**src/rtl/wbvf_pkg.sv**
```systemverilog
// Shared types and constants for the weighted bit-vote fusion block.
// No dependencies; imported by every module in rtl/.
`timescale 1ns / 1ps

package wbvf_pkg;

  // Q1.8 unity and the neutral confidence used for a near-empty position
  localparam logic [8:0]  Q_ONE       = 9'd256;
  localparam logic [8:0]  Q_HALF      = 9'd128;
  // Total weight at or below this (about 0.001 in Q2.16) is treated as no data
  localparam logic [20:0] MIN_WEIGHT  = 21'd65;
  localparam logic [8:0]  WEAK_RESET  = 9'd154;
  // Quotient bits produced by the serial divider (ratio is at most 1.0)
  localparam int          Q_BITS      = 9;

  typedef enum logic [2:0] {
    S_IDLE,
    S_MUL,
    S_ACC,
    S_DEC,
    S_DIV,
    S_FIN
  } state_t;

  typedef struct packed {
    logic       action;
    logic       bit_value;
    logic       in_range;
    logic [8:0] bit_confidence;
    logic [8:0] align_weight;
    logic       last_vote;
  } vote_t;

  typedef struct packed {
    logic        fused_value;
    logic [8:0]  fused_confidence;
    logic [4:0]  zero_votes;
    logic [4:0]  one_votes;
    logic        weak_flag;
    logic        disagree_flag;
    logic [17:0] bits_done;
    logic [17:0] weak_total;
    logic [17:0] disagree_total;
    logic [25:0] confidence_total;
  } result_t;

  // Control from the sequencer to the statistics unit
  typedef struct packed {
    logic       clear;
    logic       commit;
    logic       weak_hit;
    logic       dis;
    logic [8:0] fconf;
  } stats_ctl_t;

  // Track totals including the position being committed
  typedef struct packed {
    logic [17:0] bits_done;
    logic [17:0] weak_total;
    logic [17:0] disagree_total;
    logic [25:0] confidence_total;
  } stats_t;

  // Clamp a Q1.8 value to 1.0
  function automatic logic [8:0] sat_q(input logic [8:0] v);
    sat_q = (v > Q_ONE) ? Q_ONE : v;
  endfunction

endpackage

```
**src/rtl/wbvf_div.sv**
```systemverilog
// Restoring serial divider: one quotient bit per cycle for the one-ratio.
// Depends on wbvf_pkg (Q_BITS).
`timescale 1ns / 1ps

module wbvf_div import wbvf_pkg::*; (
  input  logic        clk,
  input  logic        rst,
  input  logic        start,
  input  logic [20:0] dividend,
  input  logic [20:0] divisor,
  output logic        busy,
  output logic        done,
  output logic [8:0]  quotient
);

  localparam logic [3:0] LAST_STEP = 4'(Q_BITS - 1);

  logic [21:0] rem;
  logic [21:0] rem_next;
  logic [8:0]  quo;
  logic [3:0]  step;
  logic [22:0] trial;
  logic        ge;

  // One trial subtraction per cycle
  always_comb begin
    trial    = {1'b0, rem} - {2'b00, divisor};
    ge       = ~trial[22];
    rem_next = ge ? {trial[20:0], 1'b0} : {rem[20:0], 1'b0};
  end

  // Control: busy until the last quotient bit is in, done pulses once at the end
  always_ff @(posedge clk) begin
    if (rst) begin
      busy <= 1'b0;
      done <= 1'b0;
      step <= '0;
    end else begin
      done <= 1'b0;
      if (start) begin
        busy <= 1'b1;
        step <= '0;
      end else if (busy) begin
        step <= step + 4'd1;
        if (step == LAST_STEP) begin
          busy <= 1'b0;
          done <= 1'b1;
        end
      end
    end
  end

  // Datapath: remainder and quotient shift register
  always_ff @(posedge clk) begin
    if (start) begin
      rem <= {1'b0, dividend};
      quo <= '0;
    end else if (busy) begin
      rem <= rem_next;
      quo <= {quo[7:0], ge};
    end
  end

  assign quotient = quo;

endmodule

```
**src/rtl/wbvf_stats.sv**
```systemverilog
// Saturating track statistics: positions, weak, disagreeing, confidence sum.
// Depends on wbvf_pkg (stats_ctl_t, stats_t).
`timescale 1ns / 1ps

module wbvf_stats import wbvf_pkg::*; #(
  parameter int MAX_TRACK_BITS = 131072
) (
  input  logic       clk,
  input  logic       rst,
  input  stats_ctl_t ctl,
  output stats_t     upd
);

  localparam longint CNT_LIM_L = (longint'(MAX_TRACK_BITS) > 64'd262143) ?
                                 64'd262143 : longint'(MAX_TRACK_BITS);
  localparam longint ACC_LIM_L = (longint'(MAX_TRACK_BITS) * 256 > 64'd67108863) ?
                                 64'd67108863 : longint'(MAX_TRACK_BITS) * 256;
  localparam logic [17:0] CNT_LIM = 18'(CNT_LIM_L);
  localparam logic [25:0] ACC_LIM = 26'(ACC_LIM_L);

  stats_t      cur;
  logic [18:0] pos_sum;
  logic [18:0] weak_sum;
  logic [18:0] dis_sum;
  logic [26:0] acc_sum;

  // Saturating adds of this position into the totals
  always_comb begin
    pos_sum  = {1'b0, cur.bits_done} + 19'd1;
    weak_sum = {1'b0, cur.weak_total} + {18'd0, ctl.weak_hit};
    dis_sum  = {1'b0, cur.disagree_total} + {18'd0, ctl.dis};
    acc_sum  = {1'b0, cur.confidence_total} + {18'd0, ctl.fconf};
    upd.bits_done        = (pos_sum > {1'b0, CNT_LIM}) ? CNT_LIM : pos_sum[17:0];
    upd.weak_total       = (weak_sum > {1'b0, CNT_LIM}) ? CNT_LIM : weak_sum[17:0];
    upd.disagree_total   = (dis_sum > {1'b0, CNT_LIM}) ? CNT_LIM : dis_sum[17:0];
    upd.confidence_total = (acc_sum > {1'b0, ACC_LIM}) ? ACC_LIM : acc_sum[25:0];
  end

  // Totals register
  always_ff @(posedge clk) begin
    if (rst || ctl.clear) begin
      cur <= '0;
    end else if (ctl.commit) begin
      cur <= upd;
    end
  end

endmodule

```
**src/rtl/weighted_bit_vote_fusion.sv**
```systemverilog
// Weighted bit-vote fusion: accumulates per-revolution votes and fuses a bit.
// Instantiates wbvf_div and wbvf_stats; depends on wbvf_pkg.
//
// Usage:
//   vote channel (vote_valid/vote_stall/vote): one transaction per vote or a
//   clear action. result channel (result_valid/result_stall/result): one
//   transaction per bit position, issued on the vote that has last_vote set.
//   cfg channel (cfg_valid/cfg_ready/cfg_data): writes weak_limit; always ready,
//   write only while the block is idle.
// Sequence:
//   A vote that does not close a position passes through capture, multiply and
//   accumulate. A closing vote adds a decision step, then the serial divider
//   (9 quotient bits, then done) when the total weight exceeds the
//   small-weight floor, then a commit step in which the result register loads;
//   the next vote is taken once the block is back in idle. The divider
//   produces one quotient bit per cycle. A clear action is taken in idle.
// Reset (rst, synchronous): sums, counts and track totals go to zero and
//   weak_limit to 154. Results leave through an output register, so the next
//   vote is taken while a result waits; if the receiver stalls a second result,
//   the block holds in its final step until the register is free.
`timescale 1ns / 1ps

module weighted_bit_vote_fusion import wbvf_pkg::*; #(
  parameter int MAX_REVS       = 16,
  parameter int MAX_TRACK_BITS = 131072
) (
  input  logic       clk,
  input  logic       rst,
  input  logic       vote_valid,
  output logic       vote_stall,
  input  vote_t      vote,
  output logic       result_valid,
  input  logic       result_stall,
  output result_t    result,
  input  logic       cfg_valid,
  output logic       cfg_ready,
  input  logic [8:0] cfg_data
);

  localparam logic [4:0] REV_LIM = 5'(MAX_REVS);

  state_t      state;
  state_t      state_next;
  logic [8:0]  weak_limit;
  vote_t       cur;
  logic [16:0] prod;
  logic [20:0] one_weight_sum;
  logic [20:0] weight_sum;
  logic [4:0]  zero_count;
  logic [4:0]  one_count;
  logic        cmp_one;
  logic        low_wt;

  logic        vote_accept;
  logic        fin_go;
  logic        counted;
  logic        div_start;
  logic        div_busy;
  logic        div_done;
  logic [8:0]  quotient;
  logic        fval;
  logic [8:0]  fconf;
  stats_ctl_t  st_ctl;
  stats_t      st_upd;

  assign vote_accept = vote_valid && !vote_stall;
  assign fin_go      = (state == S_FIN) && (!result_valid || !result_stall);
  assign counted     = cur.in_range && ((zero_count + one_count) < REV_LIM);
  assign cfg_ready   = 1'b1;

  // Fusion decision for the closing position
  always_comb begin
    if (low_wt) begin
      fval  = 1'b0;
      fconf = Q_HALF;
    end else if (cmp_one) begin
      fval  = 1'b1;
      fconf = quotient;
    end else begin
      fval  = 1'b0;
      fconf = Q_ONE - quotient;
    end
  end

  // Next state
  always_comb begin
    state_next = state;
    case (state)
      S_IDLE: if (vote_accept && !vote.action) state_next = S_MUL;
      S_MUL:  state_next = S_ACC;
      S_ACC:  state_next = cur.last_vote ? S_DEC : S_IDLE;
      S_DEC:  state_next = (weight_sum > MIN_WEIGHT) ? S_DIV : S_FIN;
      S_DIV:  if (div_done) state_next = S_FIN;
      S_FIN:  if (fin_go) state_next = S_IDLE;
      default: state_next = S_IDLE;
    endcase
  end

  // Sequencer outputs
  always_comb begin
    vote_stall      = (state != S_IDLE);
    div_start       = (state == S_DEC) && (weight_sum > MIN_WEIGHT);
    st_ctl.clear    = vote_accept && vote.action;
    st_ctl.commit   = fin_go;
    st_ctl.weak_hit = fconf < weak_limit;
    st_ctl.dis      = (zero_count != 5'd0) && (one_count != 5'd0);
    st_ctl.fconf    = fconf;
  end

  // State and configuration
  always_ff @(posedge clk) begin
    if (rst) begin
      state      <= S_IDLE;
      weak_limit <= WEAK_RESET;
    end else begin
      state <= state_next;
      if (cfg_valid && cfg_ready) weak_limit <= cfg_data;
    end
  end

  // Vote capture, product and decision flags
  always_ff @(posedge clk) begin
    if (vote_accept) begin
      cur.action         <= vote.action;
      cur.bit_value      <= vote.bit_value;
      cur.in_range       <= vote.in_range;
      cur.bit_confidence <= sat_q(vote.bit_confidence);
      cur.align_weight   <= sat_q(vote.align_weight);
      cur.last_vote      <= vote.last_vote;
    end
    if (state == S_MUL) prod <= {8'd0, cur.bit_confidence} * {8'd0, cur.align_weight};
    if (state == S_DEC) begin
      cmp_one <= {one_weight_sum, 1'b0} > {1'b0, weight_sum};
      low_wt  <= weight_sum <= MIN_WEIGHT;
    end
  end

  // Per-position sums and counts
  always_ff @(posedge clk) begin
    if (rst || st_ctl.clear || fin_go) begin
      one_weight_sum <= '0;
      weight_sum     <= '0;
      zero_count     <= '0;
      one_count      <= '0;
    end else if (state == S_ACC && counted) begin
      weight_sum <= weight_sum + {4'd0, prod};
      if (cur.bit_value) begin
        one_weight_sum <= one_weight_sum + {4'd0, prod};
        one_count      <= one_count + 5'd1;
      end else begin
        zero_count <= zero_count + 5'd1;
      end
    end
  end

  // Output register
  always_ff @(posedge clk) begin
    if (rst) begin
      result_valid <= 1'b0;
    end else if (fin_go) begin
      result_valid <= 1'b1;
    end else if (!result_stall) begin
      result_valid <= 1'b0;
    end
  end

  always_ff @(posedge clk) begin
    if (fin_go) begin
      result.fused_value      <= fval;
      result.fused_confidence <= fconf;
      result.zero_votes       <= zero_count;
      result.one_votes        <= one_count;
      result.weak_flag        <= st_ctl.weak_hit;
      result.disagree_flag    <= st_ctl.dis;
      result.bits_done        <= st_upd.bits_done;
      result.weak_total       <= st_upd.weak_total;
      result.disagree_total   <= st_upd.disagree_total;
      result.confidence_total <= st_upd.confidence_total;
    end
  end

  wbvf_div u_div (
    .clk      (clk),
    .rst      (rst),
    .start    (div_start),
    .dividend (one_weight_sum),
    .divisor  (weight_sum),
    .busy     (div_busy),
    .done     (div_done),
    .quotient (quotient)
  );

  wbvf_stats #(
    .MAX_TRACK_BITS (MAX_TRACK_BITS)
  ) u_stats (
    .clk (clk),
    .rst (rst),
    .ctl (st_ctl),
    .upd (st_upd)
  );

`ifndef SYNTH
  // Vote counts never exceed the per-position limit
  a_rev_limit: assert property (@(posedge clk) disable iff (rst)
    ({1'b0, zero_count} + {1'b0, one_count}) <= {1'b0, REV_LIM})
    else $error("vote count above limit");

  // Divider is never restarted while it is iterating
  a_div_start: assert property (@(posedge clk) disable iff (rst)
    div_start |-> !div_busy)
    else $error("divider restarted while busy");

  // A committed position shows up in the output register next cycle
  a_commit: assert property (@(posedge clk) disable iff (rst)
    fin_go |=> result_valid)
    else $error("commit lost");

  // Fused confidence stays within Q1.8 unity
  a_conf_range: assert property (@(posedge clk) disable iff (rst)
    result_valid |-> (result.fused_confidence <= Q_ONE))
    else $error("fused confidence above 1.0");
`endif

endmodule

```
**config.mk**
```make
export PLATFORM = sky130hd
export DESIGN_NAME = weighted_bit_vote_fusion
export DESIGN_NICKNAME = d
export VERILOG_FILES = /design/src/rtl/wbvf_pkg.sv /design/src/rtl/wbvf_div.sv /design/src/rtl/wbvf_stats.sv /design/src/rtl/weighted_bit_vote_fusion.sv
export SDC_FILE = /design/constraint.sdc
export NUM_CORES = 1
export LEC_CHECK = 0
export ABC_AREA = 1
export BUFFER_PORTS_ARGS = -buffer_cell sky130_fd_sc_hd__buf_2
export CORE_MARGIN = 1
export CORE_UTILIZATION = 60
export DETAILED_ROUTE_END_ITERATION = 12
export PLACE_DENSITY = 0.81
export SLEW_MARGIN = 20
export SYNTH_ARGS = -nofsm -noshare
export SYNTH_HDL_FRONTEND = slang
export SYNTH_HIERARCHICAL = 1
export SYNTH_SLANG_ARGS = --single-unit
```
**constraint.sdc**
```tcl
create_clock -name clk -period 8 [get_ports clk]
set_input_delay 0.8 -clock clk [delete_from_list [all_inputs] [get_ports clk]]
set_output_delay 0.8 -clock clk [all_outputs]
set_load 0.02 [all_outputs]
```
# After elaboration in Yosys (flattened, before gate mapping)
# Cells that the tools add are included.
# word_totals
register_bits	324
inputBits	36
wordCells	119
output_inout_bits	105
# op_classes
reduce_logical	25
order_cmp	11
mul	1
addsub	12
n_bitwise	3
muxes	22
eq_ne	10
# ops
operator	count
19-bit by 18-bit > comparator with 1-bit output (second input constant)	3
18-bit two-way mux	3
21-bit by 17-bit adder with 21-bit output	2
21-bit two-way mux	2
18-bit by 1-bit adder with 19-bit output	2
26-bit by 9-bit adder with 27-bit output	1
27-bit by 26-bit > comparator with 1-bit output (second input constant)	1
26-bit two-way mux	1
22-bit by 21-bit subtractor with 23-bit output	1
22-bit by 21-bit > comparator with 1-bit output	1
22-bit two-way mux	1
21-bit by 7-bit > comparator with 1-bit output (second input constant)	1
21-bit by 7-bit <= comparator with 1-bit output (second input constant)	1
18-bit by 1-bit adder with 19-bit output (second input constant)	1
9-bit > comparator (second input constant)	2
9-bit two-way mux	2
3-bit case mux with 6 select lines	1
9-bit by 9-bit multiplier with 17-bit output	1
5-bit by 1-bit adder with 5-bit output (second input constant)	2
5-bit nonzero test	2
9-bit less-than comparator	1
3-bit two-way mux	3
9-bit subtractor (first input constant)	1
1-bit logical AND	8
other kinds (21)	40

# Logic depth before layout (Yosys ltp)
# depth
depth_word	7
mapped_depth	31
depth_no_buf	30

# Cells and area by module
# Netlist, hierarchy kept.
# by_module_without_submodules
mod	area_per_inst_um2	seq_area_each_um2	n_inst	cells_each
weighted_bit_vote_fusion	13071.3	5565.3	1	1536
wbvf_stats	6288.5	1601.5	1	1034
wbvf_div	3413.3	950.9	1	554

# Least setup slack after synthesis
# No wires, ideal clock.
# synth_timing
kind	input to register
from	input result_stall
to	register u_stats/cur[23] (netlist name)
path_buffers	3
setup_ns	0.134
arrival_time_ns	7.097
path_slack_ns	0.769
path_stages	5
path_cell_list	a21oi_1 clkbuf_1 clkbuf_1 clkbuf_1 a21oi_1
# synth_between
elab_chain_cells	3
# synth_lines
item	line_no	text
start: declaration	weighted_bit_vote_fusion.sv:33	input logic result_stall,
1-bit logical NOT	n/a	
1-bit logical OR	weighted_bit_vote_fusion.sv:67	assign fin_go = (state == S_FIN) && (!result_valid || !result_stall);
1-bit logical AND	weighted_bit_vote_fusion.sv:67	
end signal: assignment	wbvf_stats.sv:44	cur <= upd;
end: declaration	wbvf_stats.sv:21	stats_t cur;
# Every way passes these cells.
# A chain may end at the register's enable or synchronous reset.

==> impl_metrics.yaml <==
routing:
  wl_per_cell_um: 15.0
  ant_nets: 0
  via_per_inst: 5.41
  drtIter0Drc: 1497
  first_pass_iters: 5
  via_count: 20357
  drcViolationCount: 0
  wirelength_um: 56400
cells_and_area:
  final_cell_mix: "nand2_1, inv_1, nor2_1"
  layout_commonest_cell: "nand2_1"
  drive_above_1_share: 0.0927
  stdcell_area_um2: 24900
  fillCellCount: 3186
  nets: 3461
  syn_to_final_growth_pct: 9.38
clocking:
  worstSkewPairLatency_ns: 0.53
  htreeDepth: 2
  cts_tree: "yes"
  cts_resized: 0
  path_clk_slew_ns: 0.06
  cts_root_buffer: "clkbuf_16"
  postCtsHoldBufs: 0
  cts_buffers: 36
  cts_setup_buffers: 0
  clk_path_buf_depth: 3
  clock-sinks: 324
power_and_ir_drop:
  power_density_nw_per_um2: 319
  total_leakage_power_nw: 12.7
  vdd_drop_max_mv: 0.303
logic_synthesis:
  synth-adder-area-share: 0.125
  yosys.area_share.simple: 0.272
  synthDistinctLibCells: 48
  seq_area_frac_synth: 0.356
  synthMuxAreaShare: 0
  synth-xor-area-share: 0.0327
  synth_area_per_cell_um2: 7.29
  synthCells: 3124
  synth_top_family_by_area: "simple AND/OR/NAND/NOR gates"
  syn_nets: 3356
  yosysWarnings: 6
  synth_area_um2: 22800
  synth_compound_area_frac: 0.0901
  ys_ff_latch: 324
global_route:
  grt_pass1_wl_um: 92800
  grt_overflow: 0
  grt.total_usage: 0.292
  grt_pass1_vias: 19520
  antenna_found_initial: 1
  grt_max_degree: 223
floorplan:
  start_util: 0.616
  chipHeight_um: 197
  num_io_pins: 141
  die-area_um2: 38700
  coreArea_um2: 37000
  placementRows: 70
  die_w_um: 197
sta:
  maxSlewHeadroom: 0.291
  fin_skew_ns: 0.0188
  fmax_mhz: 201
  setup_viol: 0
  hold_viol: 0
  worst_slew_pin_slew_ns: 1.06
  fin_crit_sh: 0.622
  whs_ns: 0.440
  rsz0062_at_grt: "no"
  fin_crit_ns: 4.98
  drv_slew: 0
  timing.setup.tns_ns: 0
placed_design:
  place_hpwl_um: 42800
  gp_congestion: 0.962
  port_buffers: 139
  place_area_um2: 23700
worst_setup_path:
  critPathCaptureType: "register"
  cp.arrival_ns: 5.42
  path_buf_inv: 1
  critPathSlowestCell: "a31oi_1"
  cp.required_ns: 8.44
  slowest_delay_ns: 0.41
  critical_path_class: "reg2reg"
  start_kind: "register"
  cp_max_fo: 16
  cp_top_family: "simple AND/OR/NAND/NOR gates"
run_status:
  status: "complete, no violations"
flow_run:
  maxCapViolCount: 0
hold_path:
  worst_hold_path_type: "in2reg"
## worst paths after layout
check	from	end	slack, ns	cells past startpoint
worst max-delay path	u_div/quotient[0]$_SDFFE_PP0P_	u_stats/cur[46]$_SDFFE_PP0P_	3.02	25
worst min-delay path	vote[0]	cur[0]$_DFFE_PP_	0.44	1
worst max register to register	u_div/quotient[0]$_SDFFE_PP0P_	u_stats/cur[46]$_SDFFE_PP0P_	3.02	25
worst min register to register	u_div/rem[21]$_SDFFE_PP0P_	u_div/rem[21]$_SDFFE_PP0P_	0.48	2
## kinds of logic (layout without fill, tap and decap cells)
kind of cell             count (synthesis)  count (layout)
buffers and inverters                  709             842
AO/OA/AOI/OAI                          384             384
other                                    1               2
XOR/XNOR                                85              85
flip-flops                             324             324
AND/OR/NAND/NOR                       1425            1425
adder cells (fa/ha/maj)                196             196
## cell type report
class | instances | area, um2 | area share
Multi-Input combinational cell | 2091 | 11900 | 0.477
Inverter | 631 | 2370 | 0.0952
Tap cell | 504 | 631 | 0.0253
Clock buffer | 49 | 1010 | 0.0406
Timing Repair Buffer | 145 | 753 | 0.0302
Antenna cell | 1 | 2.50 | 0.000100
Clock inverter | 17 | 146 | 0.00588
Sequential cell | 324 | 8120 | 0.326
## registers in the layout, summed over array words and instances (netlist names)
name            cells
one_weight_sum     21
u_div/rem          22
state               3
weak_limit          9
u_div/quotient      9
result_valid        1
low_wt              1
cmp_one             1
u_stats/cur        80
cur                21
weight_sum         21
result            102
one_count           5
prod               17
u_div/done          1
u_div/step          4
zero_count          5
u_div/busy          1
## through the flow
stage          worst slack [ns]  utilization  total power, W  instances
6_report                   3.02        0.674         0.00795       3762
5_1_grt                    2.54        0.674         0.00859       3761
4_1_cts                    3.13        0.674         0.00794       3761
3_5_place_dp               3.24        0.643         0.00628       3695
3_3_place_gp               3.39        0.643         0.00609       3695
2_1_floorplan             0.769            -         0.00541       3124
## layer usage
| metal | track usage | up-vias | wire [um] |
|---|---|---|---|
| met5 | 0 | - | 0 |
| met1 | 0.381 | 9403 | 24200 |
| met2 | 0.498 | 761 | 26400 |
| met4 | 0.103 | 0 | 1690 |
| li1 | - | 10071 | - |
| met3 | 0.0361 | 122 | 4090 |
## power breakdown
part           switching (W)  internal (W)
clock network       0.000685      0.000955
registers           0.000268       0.00220
logic                0.00243       0.00140
## synthesized netlist by cell type (all sizes together)
cell type  instances  area (um2)
fa                53        1060
clkbuf            52         195
nand2            857        3360
xnor2             33         289
and2               5        31.3
nor3b              1        7.51
edfxtp           163        4890
or2                4        25.0
nand3            161         886
nand3b            28         210
o31ai              4        30.0
ha               143        1790
o21ai            152         761
buf               26         239
clkinv             1        3.75
a211oi             2        15.0
conb               1        3.75
a21oi            206        1110
a31oi              3        18.8
xor2              52         455
inv              630        2370
nor2             256        1010
o211ai             1        7.51
o22ai              8        50.1
o21bai             3        22.5
nor3              59         328
nand4             50         313
dfxtp            161        3220
o21a               5        37.5
nor4               4        25.0
(Power assumes the default switching activity.)
